$ cat src/hdl/feb_pkg.sv
`default_nettype none

package feb_pkg;

  typedef struct packed {
    logic [31:0] left;
    logic [31:0] right;
  } halves_t;

  localparam logic [3:0] SBOX_A [16] = '{
    4'd14, 4'd4, 4'd13, 4'd1, 4'd2, 4'd15, 4'd11, 4'd8,
    4'd3, 4'd10, 4'd6, 4'd12, 4'd5, 4'd9, 4'd0, 4'd7
  };

  localparam logic [3:0] SBOX_B [16] = '{
    4'd5, 4'd6, 4'd12, 4'd15, 4'd8, 4'd10, 4'd0, 4'd4,
    4'd11, 4'd3, 4'd7, 4'd13, 4'd14, 4'd1, 4'd2, 4'd9
  };

  // output position (msb = 0) of each input bit (msb = 0)
  localparam logic [4:0] PERM [32] = '{
    5'd29, 5'd1, 5'd17, 5'd8, 5'd30, 5'd22, 5'd28, 5'd6,
    5'd18, 5'd4, 5'd12, 5'd19, 5'd21, 5'd26, 5'd2, 5'd20,
    5'd31, 5'd10, 5'd9, 5'd25, 5'd13, 5'd0, 5'd23, 5'd15,
    5'd3, 5'd27, 5'd5, 5'd11, 5'd7, 5'd14, 5'd24, 5'd16
  };

  // rotate a 16-bit half left
  function automatic logic [15:0] rot16(input logic [15:0] x, input logic [3:0] r);
    logic [31:0] d;
    d = {x, x} << r;
    return d[31:16];
  endfunction

  function automatic logic [31:0] round_key(input logic [31:0] key, input logic [3:0] r);
    return {rot16(key[31:16], r), rot16(key[15:0], r)};
  endfunction

  // substitution then bit permutation
  function automatic logic [31:0] round_fn(input logic [31:0] x);
    logic [31:0] s;
    logic [31:0] p;
    s = '0;
    p = '0;
    for (int n = 0; n < 8; n++) begin
      if (n % 2 == 0) begin
        s[31 - 4 * n -: 4] = SBOX_A[x[31 - 4 * n -: 4]];
      end else begin
        s[31 - 4 * n -: 4] = SBOX_B[x[31 - 4 * n -: 4]];
      end
    end
    for (int b = 0; b < 32; b++) begin
      p[5'd31 - PERM[b]] = s[31 - b];
    end
    return p;
  endfunction

endpackage

`default_nettype wire

$ cat src/hdl/feb_round.sv
`default_nettype none

module feb_round #(
  parameter int ROUND_IDX = 1
) (
  input  wire logic            clk,
  input  wire logic            rst_n,
  input  wire logic [31:0]     key,
  input  wire logic            up_valid,
  output      logic            up_ready,
  input  wire feb_pkg::halves_t up_data,
  output      logic            dn_valid,
  input  wire logic            dn_ready,
  output      feb_pkg::halves_t dn_data
);

  localparam logic [3:0] ROT = 4'(ROUND_IDX % 16);

  logic             valid_r;
  logic             valid_nxt;
  feb_pkg::halves_t data_r;
  feb_pkg::halves_t data_nxt;
  logic [31:0]      f;

  assign up_ready = !valid_r || dn_ready;
  assign f        = feb_pkg::round_fn(up_data.right ^ feb_pkg::round_key(key, ROT));

  always_comb begin
    valid_nxt      = up_ready ? up_valid : valid_r;
    data_nxt.left  = up_data.right;
    data_nxt.right = up_data.left ^ f;
  end

  always_ff @(posedge clk) begin
    if (!rst_n) begin
      valid_r <= 1'b0;
    end else begin
      valid_r <= valid_nxt;
    end
  end

  // payload loads only on a handshake
  always_ff @(posedge clk) begin
    if (up_valid && up_ready) begin
      data_r <= data_nxt;
    end
  end

  assign dn_valid = valid_r;
  assign dn_data  = data_r;

endmodule

`default_nettype wire

$ cat src/hdl/feistel_block_encrypt_unit.sv
// feistel block encryption, one 64-bit word in, one 64-bit word out
// in channel: in_valid / in_ready / in_plaintext, left half in the upper 32 bits
// out channel: out_valid / out_ready / out_ciphertext, right half in the upper 32 bits
// cfg port: cfg_we / cfg_wdata loads the 32-bit key, no read-back;
//   write it only while no word is in flight
// one register stage per round, ROUNDS stages in a row; the last stage is the
//   output register
// an accepted word passes through all ROUNDS stage registers in order to out_valid
// throughput: one word per cycle when not stalled, set by the per-round stage chain
// each stage holds a valid bit and its word; a stage takes a new word when it is
//   empty or its own word moves on, so bubbles close up during a stall
// when the receiver stalls, words pile up stage by stage and in_ready drops only
//   once every stage is full; nothing is dropped or repeated
// reset (rst_n low at a clock edge) empties all stages and clears the key to zero
`default_nettype none

module feistel_block_encrypt_unit #(
  parameter int ROUNDS = 10
) (
  input  wire logic        clk,
  input  wire logic        rst_n,
  input  wire logic        cfg_we,
  input  wire logic [31:0] cfg_wdata,
  input  wire logic        in_valid,
  output      logic        in_ready,
  input  wire logic [63:0] in_plaintext,
  output      logic        out_valid,
  input  wire logic        out_ready,
  output      logic [63:0] out_ciphertext
);

  logic [31:0] cipher_key_r;
  logic [31:0] cipher_key_nxt;

  // stage k feeds stage k+1; index 0 is the input port
  logic             st_valid [ROUNDS + 1];
  logic             st_ready [ROUNDS + 1];
  feb_pkg::halves_t st_data  [ROUNDS + 1];
  logic [ROUNDS-1:0] occ;

  assign cipher_key_nxt = cfg_we ? cfg_wdata : cipher_key_r;

  always_ff @(posedge clk) begin
    if (!rst_n) begin
      cipher_key_r <= '0;
    end else begin
      cipher_key_r <= cipher_key_nxt;
    end
  end

  assign st_valid[0]      = in_valid;
  assign in_ready         = st_ready[0];
  assign st_data[0].left  = in_plaintext[63:32];
  assign st_data[0].right = in_plaintext[31:0];

  for (genvar k = 0; k < ROUNDS; k++) begin : g_round
    feb_round #(
      .ROUND_IDX(k + 1)
    ) u_round (
      .clk     (clk),
      .rst_n   (rst_n),
      .key     (cipher_key_r),
      .up_valid(st_valid[k]),
      .up_ready(st_ready[k]),
      .up_data (st_data[k]),
      .dn_valid(st_valid[k + 1]),
      .dn_ready(st_ready[k + 1]),
      .dn_data (st_data[k + 1])
    );
    assign occ[k] = st_valid[k + 1];
  end

  // final half swap
  assign st_ready[ROUNDS] = out_ready;
  assign out_valid        = st_valid[ROUNDS];
  assign out_ciphertext   = {st_data[ROUNDS].right, st_data[ROUNDS].left};

`ifndef NO_ASSERTIONS
  // occupancy grows by at most the one accepted word per cycle
  a_occ_growth: assert property (@(posedge clk) disable iff (!rst_n)
    $countones(occ) <= $past($countones(occ)) + 1)
    else $error("pipeline gained more than one word in a cycle");

  // a full pipeline with a stalled receiver takes nothing new
  a_full_stall: assert property (@(posedge clk) disable iff (!rst_n)
    (&occ && !out_ready) |-> !in_ready)
    else $error("input accepted while pipeline full and stalled");

  // a word in the first stage that cannot move stays put
  a_first_hold: assert property (@(posedge clk) disable iff (!rst_n)
    (st_valid[1] && !st_ready[1]) |=> (st_valid[1] && $stable(st_data[1])))
    else $error("first stage lost or changed a held word");

  // nothing comes out in the cycle after reset
  a_reset_empty: assert property (@(posedge clk) disable iff (!rst_n)
    !$past(rst_n) |-> !out_valid)
    else $error("output valid right after reset");
`endif

endmodule

`default_nettype wire
$ cat config.mk
export PLATFORM = sky130hd
export DESIGN_NAME = feistel_block_encrypt_unit
export DESIGN_NICKNAME = d
export VERILOG_FILES = /design/src/hdl/feb_pkg.sv /design/src/hdl/feb_round.sv /design/src/hdl/feistel_block_encrypt_unit.sv
export SDC_FILE = /design/constraint.sdc
export NUM_CORES = 1
export LEC_CHECK = 0
export ABC_AREA = 1
export BUFFER_PORTS_ARGS = -buffer_cell sky130_fd_sc_hd__clkbuf_2
export CORE_MARGIN = 2
export CORE_UTILIZATION = 39
export CTS_BUF_LIST = sky130_fd_sc_hd__clkbuf_8
export DETAILED_ROUTE_END_ITERATION = 10
export PLACE_DENSITY = 0.53
export SYNTH_ARGS = -nofsm -noshare
export SYNTH_HDL_FRONTEND = slang
export SYNTH_SLANG_ARGS = --single-unit
$ cat constraint.sdc
create_clock -name clk -period 6.5 [get_ports clk]
set_input_delay 0.65 -clock clk [delete_from_list [all_inputs] [get_ports clk]]
set_output_delay 0.65 -clock clk [all_outputs]
set_load 0.03 [all_outputs]
==> run_summary.xml <==
<?xml version="1.0" encoding="UTF-8"?>
<metrics>
  <group name="cells_and_area">
    <metric name="layout-area-overhead-vs-synth" unit="%">11.4</metric>
    <metric name="final_cells" unit="">5595</metric>
    <metric name="finalNetCount" unit="">4556</metric>
    <metric name="nFillCells" unit="">9716</metric>
    <metric name="post_route_cells_drive_above_1_share" unit="">0.126</metric>
  </group>
  <group name="placed_design">
    <metric name="dp_hpwl" unit="mm">79.3</metric>
    <metric name="gpl.final_weighted_congestion" unit="">0.909</metric>
    <metric name="placed_instance_count" unit="">5376</metric>
    <metric name="number_of_port_buffers" unit="">166</metric>
  </group>
  <group name="clock_network">
    <metric name="worst_skew_pair.late_latency" unit="ns">0.75</metric>
    <metric name="postCtsResizedCells" unit="">0</metric>
    <metric name="cts_buffer_depth" unit="">3</metric>
    <metric name="maximum_level_of_the_cts_h_tree" unit="">3</metric>
    <metric name="cts_post_setup_buffers_inserted" unit="">0</metric>
    <metric name="tritoncts_clock_tree" unit="">done</metric>
    <metric name="number_of_clock_buffers_inserted_by_tritoncts" unit="">115</metric>
    <metric name="cts_hold_buffers" unit="">0</metric>
    <metric name="worst_setup_hold_path_clk_slew" unit="ns">0.06</metric>
    <metric name="cts.root.buffer_cell" unit="">sky130_fd_sc_hd__clkbuf_8</metric>
    <metric name="numClockSinks" unit="">682</metric>
  </group>
  <group name="floorplan">
    <metric name="core_ar" unit="µm²">102000</metric>
    <metric name="fp-row-count" unit="">117</metric>
    <metric name="ios" unit="">167</metric>
    <metric name="starting_density_of_the_core" unit="">0.393</metric>
    <metric name="die_area" unit="µm²">105000</metric>
    <metric name="dieWidth" unit="µm">325</metric>
    <metric name="die_h" unit="µm">325</metric>
  </group>
  <group name="sta">
    <metric name="fin_hold_ws" unit="ns">0.121</metric>
    <metric name="fin_crit_sh" unit="">0.435</metric>
    <metric name="finClkSkew" unit="ns">0.0358</metric>
    <metric name="report.final.hold_viol_count" unit="">0</metric>
    <metric name="clock.fmax" unit="GHz">0.354</metric>
    <metric name="rsz0062_at_grt" unit="">false</metric>
    <metric name="fin_tns_setup" unit="ns">0</metric>
    <metric name="setup_viol" unit="">0</metric>
    <metric name="period_needed" unit="ns">2.83</metric>
    <metric name="slew_violations" unit="">0</metric>
    <metric name="worst_slew_margin_rel" unit="">0.202</metric>
    <metric name="max_slew.worst_pin.slew" unit="ns">1.19</metric>
  </group>
  <group name="synth">
    <metric name="synth.net_count" unit="">4278</metric>
    <metric name="asyncSetResetFlopFracSynth" unit="">0</metric>
    <metric name="netlist_top_cells_count" unit="">767 x sky130_fd_sc_hd__nand2_1, 640 x sky130_fd_sc_hd__edfxtp_1, 405 x sky130_fd_sc_hd__inv_1</metric>
    <metric name="post_synth_main_area_contributors" unit="">sky130_fd_sc_hd__edfxtp_1 48%, sky130_fd_sc_hd__ha_1 10%, sky130_fd_sc_hd__xnor2_1 7.4%, sky130_fd_sc_hd__nand2_1 7.2%, sky130_fd_sc_hd__inv_1 3.8%</metric>
    <metric name="avgSynthCellArea" unit="µm²">10.4</metric>
    <metric name="synth_top_area_frac" unit="">0.480</metric>
    <metric name="post_synth_instance_area" unit="µm²">40100</metric>
    <metric name="post_synth_edffs" unit="">640</metric>
    <metric name="synth_sequential_area_ratio" unit="">0.501</metric>
    <metric name="dominantRegCellSynth" unit="">sky130_fd_sc_hd__edfxtp_1</metric>
    <metric name="post_synth_inst_count" unit="">3847</metric>
    <metric name="ys_types" unit="">41</metric>
    <metric name="number_of_synthesized_register_bits" unit="">682</metric>
    <metric name="ys.warnings.count" unit="">0</metric>
    <metric name="yosys.area.top_type" unit="">sky130_fd_sc_hd__edfxtp_1</metric>
    <metric name="post-synth-top-count-cell" unit="">sky130_fd_sc_hd__nand2_1</metric>
  </group>
  <group name="global_route">
    <metric name="grt_remaining_overflow" unit="">0</metric>
    <metric name="grtUsageMet2" unit="">0.339</metric>
    <metric name="grt_pass1_wl" unit="mm">156</metric>
    <metric name="grt_busiest_layer" unit="">met2</metric>
    <metric name="grt_antenna_before_repair" unit="">2</metric>
    <metric name="groute.layer.met3.usage" unit="">0.0284</metric>
    <metric name="first_global_vias" unit="">25561</metric>
    <metric name="pin_count_of_the_biggest_net_entering_global_routing" unit="">65</metric>
    <metric name="grt_util_met1" unit="">0.249</metric>
    <metric name="gr-usage-all-layers" unit="">0.196</metric>
  </group>
  <group name="routing">
    <metric name="dr.pass1.iters" unit="">7</metric>
    <metric name="vias_per_cell" unit="">4.73</metric>
    <metric name="route.detailed.wl_per_inst" unit="µm">18.6</metric>
    <metric name="route.antenna.remaining_nets" unit="">0</metric>
    <metric name="detail_route.iter0.violations" unit="">1516</metric>
    <metric name="wl" unit="mm">104</metric>
    <metric name="remaining_drc_errors" unit="">0</metric>
    <metric name="routed-via-count" unit="">26456</metric>
  </group>
  <group name="critical_path">
    <metric name="worst_setup_path_start_kind" unit="">register</metric>
    <metric name="crit_start" unit="">g_round[8].u_round.dn_valid$_SDFFE_PN0P_</metric>
    <metric name="worstPathCellList" unit="">nand3_1 -&gt; nor2_1 -&gt; nand4_1 -&gt; nor2_1 -&gt; nand4_1 -&gt; clkbuf_2</metric>
    <metric name="setup.worst_path.end_class" unit="">output pin</metric>
    <metric name="worstRegToRegCells" unit="">7</metric>
    <metric name="slowest_library_cell_on_the_worst_path" unit="">sky130_fd_sc_hd__dfxtp_1</metric>
    <metric name="rr_endpoint" unit="">g_round[5].u_round.dn_data[21]$_DFFE_PP_</metric>
    <metric name="setup.worst_path.end" unit="">in_ready</metric>
    <metric name="critPathMaxStageDelay" unit="ns">0.34</metric>
    <metric name="arrival" unit="ns">2.18</metric>
    <metric name="criticalPathCategory" unit="">reg -&gt; out</metric>
    <metric name="critical_path_required_time" unit="ns">5.85</metric>
    <metric name="timing.rr.start" unit="">cipher_key_r[6]$_SDFFE_PN0P_</metric>
    <metric name="r2r_setup_slack" unit="ns">3.87</metric>
    <metric name="critPathMaxFanout" unit="">4</metric>
  </group>
  <group name="min_path">
    <metric name="timing.hold.worst.start" unit="">cfg_wdata[27]</metric>
    <metric name="classification_of_the_worst_slack_hold_path" unit="">in -&gt; reg</metric>
  </group>
  <group name="pwr">
    <metric name="peakVddDrop" unit="µV">130</metric>
    <metric name="power_per_cell_area" unit="nW/µm²">251</metric>
    <metric name="total_leakage_power" unit="nW">18.3</metric>
  </group>
  <group name="status">
    <metric name="run_status" unit="">finished clean</metric>
  </group>
  <group name="job">
    <metric name="max_cap_violations" unit="">0</metric>
  </group>
</metrics>
[per-layer routing]
metal / vias up / routed length (µm)
li1: 13471 / -
met1: 12239 / 45900
met2: 574 / 50400
met3: 172 / 3700
met4: 0 / 3800
met5: - / 0
[cell type report]
type,instances,area (µm²),share of cell area
antenna,4,10.0,0.000224
clock buffer,118,1620,0.0364
clock inverter,97,458,0.0103
inverter,416,1570,0.0352
multi-input combinational,2704,18100,0.405
sequential,682,20100,0.450
tap,1368,1710,0.0384
timing repair buffer,206,1130,0.0253
[flip-flops by register name, summed over array words and instances (netlist names)]
| signal | count |
|---|---|
| g_round.u_round.dn_valid | 10 |
| g_round.u_round.dn_data | 640 |
| cipher_key_r | 32 |
[report_power, final]
part	total [mW]	switching, mW	internal (mW)
registers	5.26	0.169	5.09
logic	2.40	1.48	0.917
clock network	3.54	1.78	1.76
[worst min path at each step]
stage | cells after the start | end | slack (ns)
final | 3 | cipher_key_r[27]$_SDFFE_PN0P_ | 0.12
after global routing | 1 | g_round[0].u_round.dn_data[47]$_DFFE_PP_ | 0.07
after CTS | 1 | g_round[0].u_round.dn_data[47]$_DFFE_PP_ | 0.05
after detailed placement | 0 | g_round[7].u_round.dn_data[39]$_DFFE_PP_ | 0.46
after global placement | 0 | g_round[2].u_round.dn_data[57]$_DFFE_PP_ | 0.46
after floorplan | 0 | g_round[1].u_round.dn_data[35]$_DFFE_PP_ | 0.44
[through the flow]
step | setup WS [ns] | area (µm²) | utilization | power (mW)
5_1_grt | 3.35 | 44600 | 0.438 | 11.9
3_5_place_dp | 3.75 | 42500 | 0.417 | 7.76
6_report | 3.67 | 44600 | 0.438 | 11.2
2_1_floorplan | 1.78 | 40100 | - | 7.12
3_3_place_gp | 3.76 | 42500 | 0.417 | 7.74
4_1_cts | 3.54 | 44600 | 0.438 | 11.3
[layout by cell type, fill, tap and decap left out, types with 5 or more instances in the layout]
cell type	count
sky130_fd_sc_hd__nand2_1	767
sky130_fd_sc_hd__edfxtp_1	640
sky130_fd_sc_hd__a21oi_1	152
sky130_fd_sc_hd__clkbuf_8	118
sky130_fd_sc_hd__o31ai_2	5
sky130_fd_sc_hd__o21ai_1	52
sky130_fd_sc_hd__inv_1	444
sky130_fd_sc_hd__nand2_2	14
sky130_fd_sc_hd__nor3_1	33
sky130_fd_sc_hd__dfxtp_1	40
sky130_fd_sc_hd__xnor2_2	33
sky130_fd_sc_hd__xnor2_1	338
sky130_fd_sc_hd__clkinv_2	13
sky130_fd_sc_hd__or2_2	73
sky130_fd_sc_hd__xor2_4	5
sky130_fd_sc_hd__clkbuf_2	166
sky130_fd_sc_hd__o31ai_1	5
sky130_fd_sc_hd__xnor2_4	5
sky130_fd_sc_hd__clkinv_1	35
sky130_fd_sc_hd__a31oi_1	40
sky130_fd_sc_hd__inv_2	13
sky130_fd_sc_hd__xor2_2	21
sky130_fd_sc_hd__nor2_1	224
sky130_fd_sc_hd__o21ai_0	224
sky130_fd_sc_hd__xor2_1	150
sky130_fd_sc_hd__ha_1	330
sky130_fd_sc_hd__o211ai_1	124
sky130_fd_sc_hd__buf_4	40
sky130_fd_sc_hd__nand3_1	85
[kinds of logic after synthesis]
kind of cell | synth area share
AND/OR/NAND/NOR | 0.123
flip-flops | 0.501
AO/OA/AOI/OAI | 0.0876
XOR/XNOR | 0.135
buffers and inverters | 0.0499
adder cells (fa/ha/maj) | 0.103
[critical path: cells and delay by family, from the launching register on]
family | cells | cell delay (ns)
buf+inv | 1 | 0.22
simple gates | 5 | 0.87
flops | 1 | 0.34
Note: power is estimated with default switching activity, not from simulation.
